### src/rtl/mfru_pkg.sv
// ----------------------------------------------------------------------------
// mfru_pkg
// Shared types and constants for the marker framed RGB565 unpacker.
// ----------------------------------------------------------------------------
package mfru_pkg;

    localparam int MARKER_BYTES_DEF = 6;
    localparam int MARKER_W         = 48;
    localparam int LEN_W            = 16;
    localparam int CFG_IDX_W        = 2;
    localparam int COUNT_W          = LEN_W + 1;
    localparam int FRAME_W          = 8;
    localparam int CHAN_W           = 8;

    localparam logic [MARKER_W-1:0] MARKER_RST = 48'h5374_6172_7420;
    localparam logic [LEN_W-1:0]    LEN_RST    = 16'd4800;
    localparam logic                MARK_RST   = 1'b1;

    localparam logic [CFG_IDX_W-1:0] CFG_MARKER = 2'd0;
    localparam logic [CFG_IDX_W-1:0] CFG_LEN    = 2'd1;
    localparam logic [CFG_IDX_W-1:0] CFG_MARK   = 2'd2;

    localparam logic [CHAN_W-1:0] CHAN_FULL = 8'hFF;
    localparam logic [CHAN_W-1:0] CHAN_ZERO = 8'h00;

    typedef struct packed {
        logic [MARKER_W-1:0] marker_word;
        logic [LEN_W-1:0]    frame_pixels;
        logic                mark_enable;
    } t_cfg;

    typedef struct packed {
        logic [CHAN_W-1:0]  red;
        logic [CHAN_W-1:0]  green;
        logic [CHAN_W-1:0]  blue;
        logic [LEN_W-1:0]   index;
        logic [FRAME_W-1:0] frame;
        logic               last;
    } t_pixel;

endpackage

### src/rtl/mfru_cfg.sv
// ----------------------------------------------------------------------------
// mfru_cfg
// Configuration register file: marker word, frame length and mark enable.
// ----------------------------------------------------------------------------
module mfru_cfg (
    input  logic                           i_clk,
    input  logic                           i_rst_n,
    input  logic                           i_cfg_valid,
    input  logic [mfru_pkg::CFG_IDX_W-1:0] i_cfg_index,
    input  logic [mfru_pkg::MARKER_W-1:0]  i_cfg_data,
    output logic                           o_cfg_ready,
    output mfru_pkg::t_cfg                 o_cfg
);
    import mfru_pkg::*;

    t_cfg r_cfg;

    assign o_cfg_ready = 1'b1;
    assign o_cfg       = r_cfg;

    always_ff @(posedge i_clk) begin
        if (!i_rst_n) begin
            r_cfg.marker_word  <= MARKER_RST;
            r_cfg.frame_pixels <= LEN_RST;
            r_cfg.mark_enable  <= MARK_RST;
        end else if (i_cfg_valid) begin
            case (i_cfg_index)
                CFG_MARKER: r_cfg.marker_word  <= i_cfg_data;
                CFG_LEN:    r_cfg.frame_pixels <= i_cfg_data[LEN_W-1:0];
                CFG_MARK:   r_cfg.mark_enable  <= i_cfg_data[0];
                default:    ;
            endcase
        end
    end

endmodule

### src/rtl/mfru_core.sv
// ----------------------------------------------------------------------------
// mfru_core
// Input byte register, marker search, pixel assembly and frame tracking.
// ----------------------------------------------------------------------------
module mfru_core #(
    parameter int MARKER_BYTES = mfru_pkg::MARKER_BYTES_DEF
) (
    input  logic                        i_clk,
    input  logic                        i_rst_n,
    input  logic                        i_valid,
    input  logic [mfru_pkg::CHAN_W-1:0] i_data_byte,
    output logic                        o_stall,
    input  mfru_pkg::t_cfg              i_cfg,
    input  logic                        i_slot_free,
    output logic                        o_res_load,
    output mfru_pkg::t_pixel            o_res
);
    import mfru_pkg::*;

    localparam int WIN_W  = 8 * MARKER_BYTES;
    localparam int FILL_W = (MARKER_BYTES > 1) ? $clog2(MARKER_BYTES) : 1;
    localparam logic [FILL_W-1:0] FILL_FULL = FILL_W'(MARKER_BYTES - 1);

    logic               r_in_valid;
    logic [CHAN_W-1:0]  r_in_byte;
    logic [WIN_W-1:0]   r_recent;
    logic [FILL_W-1:0]  r_fill;
    logic               r_in_frame;
    logic [COUNT_W-1:0] r_count;
    logic [CHAN_W-1:0]  r_high;
    logic [FRAME_W-1:0] r_frame;

    logic [WIN_W-1:0]   n_recent;
    logic [FILL_W-1:0]  n_fill;
    logic               n_in_frame;
    logic [COUNT_W-1:0] n_count;
    logic [CHAN_W-1:0]  n_high;
    logic [FRAME_W-1:0] n_frame;

    logic [63:0]        marker_ext;
    logic [WIN_W-1:0]   marker_cmp;
    logic [WIN_W-1:0]   win;
    logic               match;
    logic               res_valid;
    logic               advance;
    logic [LEN_W-1:0]   idx;
    logic [LEN_W-1:0]   last_idx;
    logic               last;
    t_pixel             res;

    assign advance    = r_in_valid && (!res_valid || i_slot_free);
    assign o_stall    = r_in_valid && !advance;
    assign o_res_load = advance && res_valid;
    assign o_res      = res;

    assign marker_ext = {{(64 - MARKER_W){1'b0}}, i_cfg.marker_word};
    assign marker_cmp = marker_ext[WIN_W-1:0];
    assign win        = (r_recent << 8) | WIN_W'(r_in_byte);
    assign match      = (r_fill == FILL_FULL) && (win == marker_cmp);
    assign idx        = r_count[COUNT_W-1:1];
    assign last_idx   = i_cfg.frame_pixels - LEN_W'(1);
    assign last       = (idx == last_idx);
    assign res_valid  = r_in_frame && r_count[0];

    always_comb begin
        n_recent   = r_recent;
        n_fill     = r_fill;
        n_in_frame = r_in_frame;
        n_count    = r_count;
        n_high     = r_high;
        n_frame    = r_frame;

        res.red   = {r_high[7:3], 3'b000};
        res.green = {r_high[2:0], r_in_byte[7:5], 2'b00};
        res.blue  = {r_in_byte[4:0], 3'b000};
        res.index = idx;
        res.frame = r_frame;
        res.last  = last;
        if (i_cfg.mark_enable) begin
            if (idx == LEN_W'(0)) begin
                res.red = CHAN_FULL; res.green = CHAN_ZERO; res.blue = CHAN_ZERO;
            end else if (idx == LEN_W'(1)) begin
                res.red = CHAN_ZERO; res.green = CHAN_FULL; res.blue = CHAN_ZERO;
            end else if (idx == LEN_W'(2)) begin
                res.red = CHAN_ZERO; res.green = CHAN_ZERO; res.blue = CHAN_FULL;
            end
        end

        if (!r_in_frame) begin
            if (match) begin
                n_in_frame = 1'b1;
                n_count    = '0;
                n_recent   = '0;
                n_fill     = '0;
            end else begin
                n_recent = win;
                if (r_fill != FILL_FULL) begin
                    n_fill = r_fill + FILL_W'(1);
                end
            end
        end else if (!r_count[0]) begin
            n_high  = r_in_byte;
            n_count = r_count + COUNT_W'(1);
        end else begin
            n_count = r_count + COUNT_W'(1);
            if (last) begin
                n_in_frame = 1'b0;
                n_count    = '0;
                n_recent   = '0;
                n_fill     = '0;
                n_frame    = r_frame + FRAME_W'(1);
            end
        end
    end

    always_ff @(posedge i_clk) begin
        if (!i_rst_n) begin
            r_in_valid <= 1'b0;
        end else if (!o_stall) begin
            r_in_valid <= i_valid;
        end
    end

    always_ff @(posedge i_clk) begin
        if (!o_stall && i_valid) begin
            r_in_byte <= i_data_byte;
        end
    end

    always_ff @(posedge i_clk) begin
        if (!i_rst_n) begin
            r_recent   <= '0;
            r_fill     <= '0;
            r_in_frame <= 1'b0;
            r_count    <= '0;
            r_high     <= '0;
            r_frame    <= '0;
        end else if (advance) begin
            r_recent   <= n_recent;
            r_fill     <= n_fill;
            r_in_frame <= n_in_frame;
            r_count    <= n_count;
            r_high     <= n_high;
            r_frame    <= n_frame;
        end
    end

endmodule

### src/rtl/mfru_out.sv
// ----------------------------------------------------------------------------
// mfru_out
// Result register holding one widened pixel until the consumer takes it.
// ----------------------------------------------------------------------------
module mfru_out (
    input  logic             i_clk,
    input  logic             i_rst_n,
    input  logic             i_load,
    input  mfru_pkg::t_pixel i_res,
    input  logic             i_stall,
    output logic             o_slot_free,
    output logic             o_valid,
    output mfru_pkg::t_pixel o_res
);
    import mfru_pkg::*;

    logic   r_valid;
    t_pixel r_res;

    assign o_slot_free = !r_valid || !i_stall;
    assign o_valid     = r_valid;
    assign o_res       = r_res;

    always_ff @(posedge i_clk) begin
        if (!i_rst_n) begin
            r_valid <= 1'b0;
        end else if (i_load) begin
            r_valid <= 1'b1;
        end else if (!i_stall) begin
            r_valid <= 1'b0;
        end
    end

    always_ff @(posedge i_clk) begin
        if (i_load) begin
            r_res <= i_res;
        end
    end

endmodule

### src/rtl/marker_framed_rgb565_unpacker.sv
// ----------------------------------------------------------------------------
// marker_framed_rgb565_unpacker
// Finds a start marker in a byte stream and unpacks the following RGB565
// pixels of each frame into 8-bit channels.
// ----------------------------------------------------------------------------
// The block takes one byte per clock cycle while o_stall is low and emits one
// pixel beat for every second payload byte; the byte that completes a pixel
// passes through the input byte register and then the result register.
// Configuration writes are taken in every cycle and should be made while no
// bytes are in flight.
module marker_framed_rgb565_unpacker #(
    parameter int MARKER_BYTES = mfru_pkg::MARKER_BYTES_DEF
) (
    input  logic                           i_clk,
    input  logic                           i_rst_n,
    input  logic                           i_valid,
    input  logic [7:0]                     i_data_byte,
    output logic                           o_stall,
    output logic                           o_valid,
    input  logic                           i_stall,
    output logic [7:0]                     o_red_out,
    output logic [7:0]                     o_green_out,
    output logic [7:0]                     o_blue_out,
    output logic [15:0]                    o_pixel_index,
    output logic [7:0]                     o_frame_number,
    output logic                           o_last_pixel,
    input  logic                           i_cfg_valid,
    output logic                           o_cfg_ready,
    input  logic [mfru_pkg::CFG_IDX_W-1:0] i_cfg_index,
    input  logic [mfru_pkg::MARKER_W-1:0]  i_cfg_data
);
    import mfru_pkg::*;

    t_cfg   cfg;
    t_pixel res;
    t_pixel out_res;
    logic   res_load;
    logic   slot_free;

    mfru_cfg u_cfg (
        .i_clk       (i_clk),
        .i_rst_n     (i_rst_n),
        .i_cfg_valid (i_cfg_valid),
        .i_cfg_index (i_cfg_index),
        .i_cfg_data  (i_cfg_data),
        .o_cfg_ready (o_cfg_ready),
        .o_cfg       (cfg)
    );

    mfru_core #(
        .MARKER_BYTES (MARKER_BYTES)
    ) u_core (
        .i_clk       (i_clk),
        .i_rst_n     (i_rst_n),
        .i_valid     (i_valid),
        .i_data_byte (i_data_byte),
        .o_stall     (o_stall),
        .i_cfg       (cfg),
        .i_slot_free (slot_free),
        .o_res_load  (res_load),
        .o_res       (res)
    );

    mfru_out u_out (
        .i_clk       (i_clk),
        .i_rst_n     (i_rst_n),
        .i_load      (res_load),
        .i_res       (res),
        .i_stall     (i_stall),
        .o_slot_free (slot_free),
        .o_valid     (o_valid),
        .o_res       (out_res)
    );

    assign o_red_out      = out_res.red;
    assign o_green_out    = out_res.green;
    assign o_blue_out     = out_res.blue;
    assign o_pixel_index  = out_res.index;
    assign o_frame_number = out_res.frame;
    assign o_last_pixel   = out_res.last;

endmodule

### config.mk
export PLATFORM = sky130hd
export DESIGN_NAME = marker_framed_rgb565_unpacker
export DESIGN_NICKNAME = d
export VERILOG_FILES = /design/src/rtl/mfru_pkg.sv /design/src/rtl/mfru_cfg.sv /design/src/rtl/mfru_core.sv /design/src/rtl/mfru_out.sv /design/src/rtl/marker_framed_rgb565_unpacker.sv
export SDC_FILE = /design/constraint.sdc
export NUM_CORES = 1
export LEC_CHECK = 0
export BUFFER_PORTS_ARGS = -buffer_cell sky130_fd_sc_hd__buf_4
export CAP_MARGIN = 25
export CELL_PAD_IN_SITES_DETAIL_PLACEMENT = 1
export CELL_PAD_IN_SITES_GLOBAL_PLACEMENT = 2
export CORE_UTILIZATION = 36
export CTS_CLUSTER_SIZE = 40
export DETAILED_ROUTE_END_ITERATION = 8
export HOLD_SLACK_MARGIN = 0.08
export PLACE_DENSITY = 0.77
export REMOVE_ABC_BUFFERS = 1
export SLEW_MARGIN = 15
export SYNTH_ARGS = -nofsm -noshare
export SYNTH_HDL_FRONTEND = slang
export SYNTH_SLANG_ARGS = --single-unit
### constraint.sdc
create_clock -name i_clk -period 3.9 [get_ports i_clk]
set_input_delay 0 -clock i_clk [delete_from_list [all_inputs] [get_ports i_clk]]
set_output_delay 0 -clock i_clk [all_outputs]
set_load 0.02 [all_outputs]
==> metrics <==
Async SR Flop Fraction=0; worst path required time=4.27 ns; Critical R2R Launch=u_cfg.o_cfg[1]; Clock Latency Late Sink=0.44 ns; worst-case reg-to-reg path depth=11; Reg area=4440 sq um; logic gate share of total power=0.078; drc violations=0; setup ws final=0.683 ns; fmax=311 MHz; peak supply drop=235 uV; initial antenna violation count=0; Switching Share=0.257; yosys warns=0; hold crit path type=in -> reg; Filler cells=2710; reg-to-reg setup timing slack=0.68 ns; Max-Cap Viols=0; minimum clock period=3.22 ns; final setup violation count=0; Vias per Instance=5.23; post-synth cell types=65; Synth area leaders=dfxtp_1 (33%), edfxtp_1 (18%), nand2_1 (6.5%); critical path startpoint=u_cfg.o_cfg[1]; Post-Syn Area=8700 sq um; Slew @ Worst Pin=0.808 ns; clock buffer depth=2; share of layout cells above drive strength 1=0.157; TritonCTS Buffers=17; Synth Area per Inst=9.22 sq um; Routed Antenna Nets=0; Final Core Density=0.474; internal power=3.20 mW; Worst setup SP type=flip-flop; DR pass1 iterations=4; # H-tree levels=4; final worst path period share=0.825; dominant synthesized flop cell=dfxtp_1; Clk pwr share=0.417; CP max FO=28; Pwr Total=4.31 mW; Leak=4.33 nW; status=finished, final reports clean; cell taking the most area after synthesis=dfxtp_1; Overflow after GRT=0; Crit Reg-Reg Endpoint=u_core.r_recent[23]; Critical path destination=u_core.r_recent[23]; hpwl dp=18.0 mm; crit path kind=reg -> reg; vias=7490; Area Growth Syn to Fin=28.8%; gr usage total=0.222; Core ar.=23600 sq um; CTS Sinks=196; Die Area=24800 sq um; Rel. slew slack=0.461; pre-CTS WS=0.680 ns; total wire length=26.8 mm; Pwr Density=385 nW/um^2; flop and latch count out of synthesis=196; die height=157 um; most frequent cells after synthesis=nand2_1 (150), dfxtp_1 (144), a21oi_1 (93); setup repair after global routing missed its margin=false; Die W=157 um; first-pass GRT wire length=41.8 mm; Initial DRC Count=388; Yosys top cell area share=0.331; Clock Tree Root=clkbuf_16; Port Buf Inserts=113; Clock Skew=0.0148 ns; number of global-route vias before repair=7524; Worst Path Arrival=3.59 ns; Post-synth EDFFs=52; number of diodes=0; row cnt=56; final hold viol count=0; WL per Instance=18.7 um; synthesized instance count=943; largest net degree at the start of global routing=55; most frequent cell after synthesis=nand2_1; final slew viol count=0; multi-input combinational cell area=3870 sq um; CTS tree=yes; Seq/Total Area, Yosys=0.511; clk slew on worst S/H paths=0.08 ns; Initial Utilization=0.368; Seq pwr share=0.504; Routability Congestion=0.896; Final #Nets=1167; setup repair bufs after CTS=0; NetSw=1.11 mW; CP endpoint kind=flip-flop; Ports=115
==> cells by family after synthesis <==
group,synth area share
mux,0.0127
xor+xnor,0.0765
simple gates,0.210
compound gates,0.136
flops,0.511
other cells,0.000431
buf+inv,0.0469
fa+ha+maj,0.00719
==> registers in the layout, indices dropped and copies added, names as in the netlist <==
register	count
u_out.o_res	44
u_core.r_in_frame	1
u_out.o_valid	1
u_cfg.o_cfg	65
u_core.r_frame	8
u_core.r_recent	40
u_core.r_high	8
u_core.r_count	17
u_core.r_in_valid	1
u_core.r_in_byte	8
u_core.r_fill	3
==> placed cells by master, fill, tap and decap left out, types with 3 or more instances in the layout <==
cell type / synthesis / final
nand2_1: 150 / 150
dfxtp_1: 144 / 144
buf_4: 8 / 124
a21oi_1: 93 / 93
dlygate4sd3_1: 0 / 84
nand3_1: 79 / 79
xor2_1: 57 / 57
edfxtp_1: 52 / 52
o21ai_0: 47 / 47
nor2_1: 35 / 35
nor4_1: 30 / 30
xnor2_1: 19 / 19
nand4_1: 17 / 17
clkbuf_16: 0 / 17
inv_1: 13 / 12
a21o_1: 12 / 12
nand2b_1: 11 / 11
mux2i_1: 11 / 11
nor3_1: 8 / 8
or4_1: 7 / 7
o21a_1: 5 / 5
o41ai_1: 5 / 5
ha_1: 5 / 5
clkinv_1: 1 / 4
o31ai_1: 4 / 4
inv_6: 0 / 4
and2_1: 3 / 3
nor2b_1: 3 / 3
or3_1: 3 / 3
or4_4: 3 / 3
nor3b_1: 4 / 3
o311ai_1: 3 / 3
clkinv_8: 0 / 3
inv_8: 0 / 3
buf_12: 0 / 3
==> metal layers <==
layer | global-route usage | part of all wire
met5 | 0 | 0
met4 | 0.0809 | 0.021
met3 | 0.0300 | 0.029
met2 | 0.366 | 0.47
met1 | 0.295 | 0.48
==> worst min-delay path by stage <==
stage	startpoint	endpoint	slack [ns]	cells after the start
2_1_floorplan	i_rst_n	u_cfg.o_cfg[10]	0.07	1
3_3_place_gp	i_data_byte[5]	u_core.r_in_byte[5]	0.18	1
3_5_place_dp	i_data_byte[2]	u_core.r_in_byte[2]	0.18	1
4_1_cts	i_data_byte[2]	u_core.r_in_byte[2]	0.27	2
5_1_grt	i_data_byte[5]	u_core.r_in_byte[5]	0.29	2
6_report	i_data_byte[5]	u_core.r_in_byte[5]	0.28	2
==> metrics by stage <==
stage	cell area, sq um	hold slack, ns	TNS (ns)	std cells
2_1_floorplan	8350	0.0718	-45.59	869
4_1_cts	11200	0.268	0	1430
3_3_place_gp	9720	0.181	0	1313
3_5_place_dp	9740	0.181	0	1314
6_report	11200	0.283	0	1431
5_1_grt	11200	0.290	0	1431
==> final cells by class <==
type                       count  share of cell area
sequential                   196               0.397
multi-input combinational    658               0.346
timing repair buffer         211               0.164
clock buffer                  17              0.0380
tap                          319              0.0356
clock inverter                15              0.0153
inverter                      15             0.00503
==> worst max-delay path: stages, from the launching register on <==
cell	delay, ns
dfxtp_1	0.40
inv_1	0.09
ha_1	0.28
or3b_2	0.50
o2111ai_1	0.19
o2111ai_1	0.24
o211ai_1	0.38
o41a_1	0.21
buf_4	0.24
buf_4	0.32
o21ai_0	0.14
a21oi_1	0.16
==> power groups by stage <==
stage | Sequential (mW) | Clock, mW | Combinational, mW
2_1_floorplan | 2.20 | 0 | 0.143
4_1_cts | 2.17 | 1.82 | 0.334
3_3_place_gp | 2.22 | 0 | 0.263
5_1_grt | 2.18 | 1.90 | 0.370
6_report | 2.17 | 1.80 | 0.337
3_5_place_dp | 2.22 | 0 | 0.267
==> repair_timing <==
item                      4_1_cts  5_1_grt
hold buffers                   84        0
gates resized for setup         0        0
hold endpoints to repair       76        0
Power figures use the tool's default switching activity.
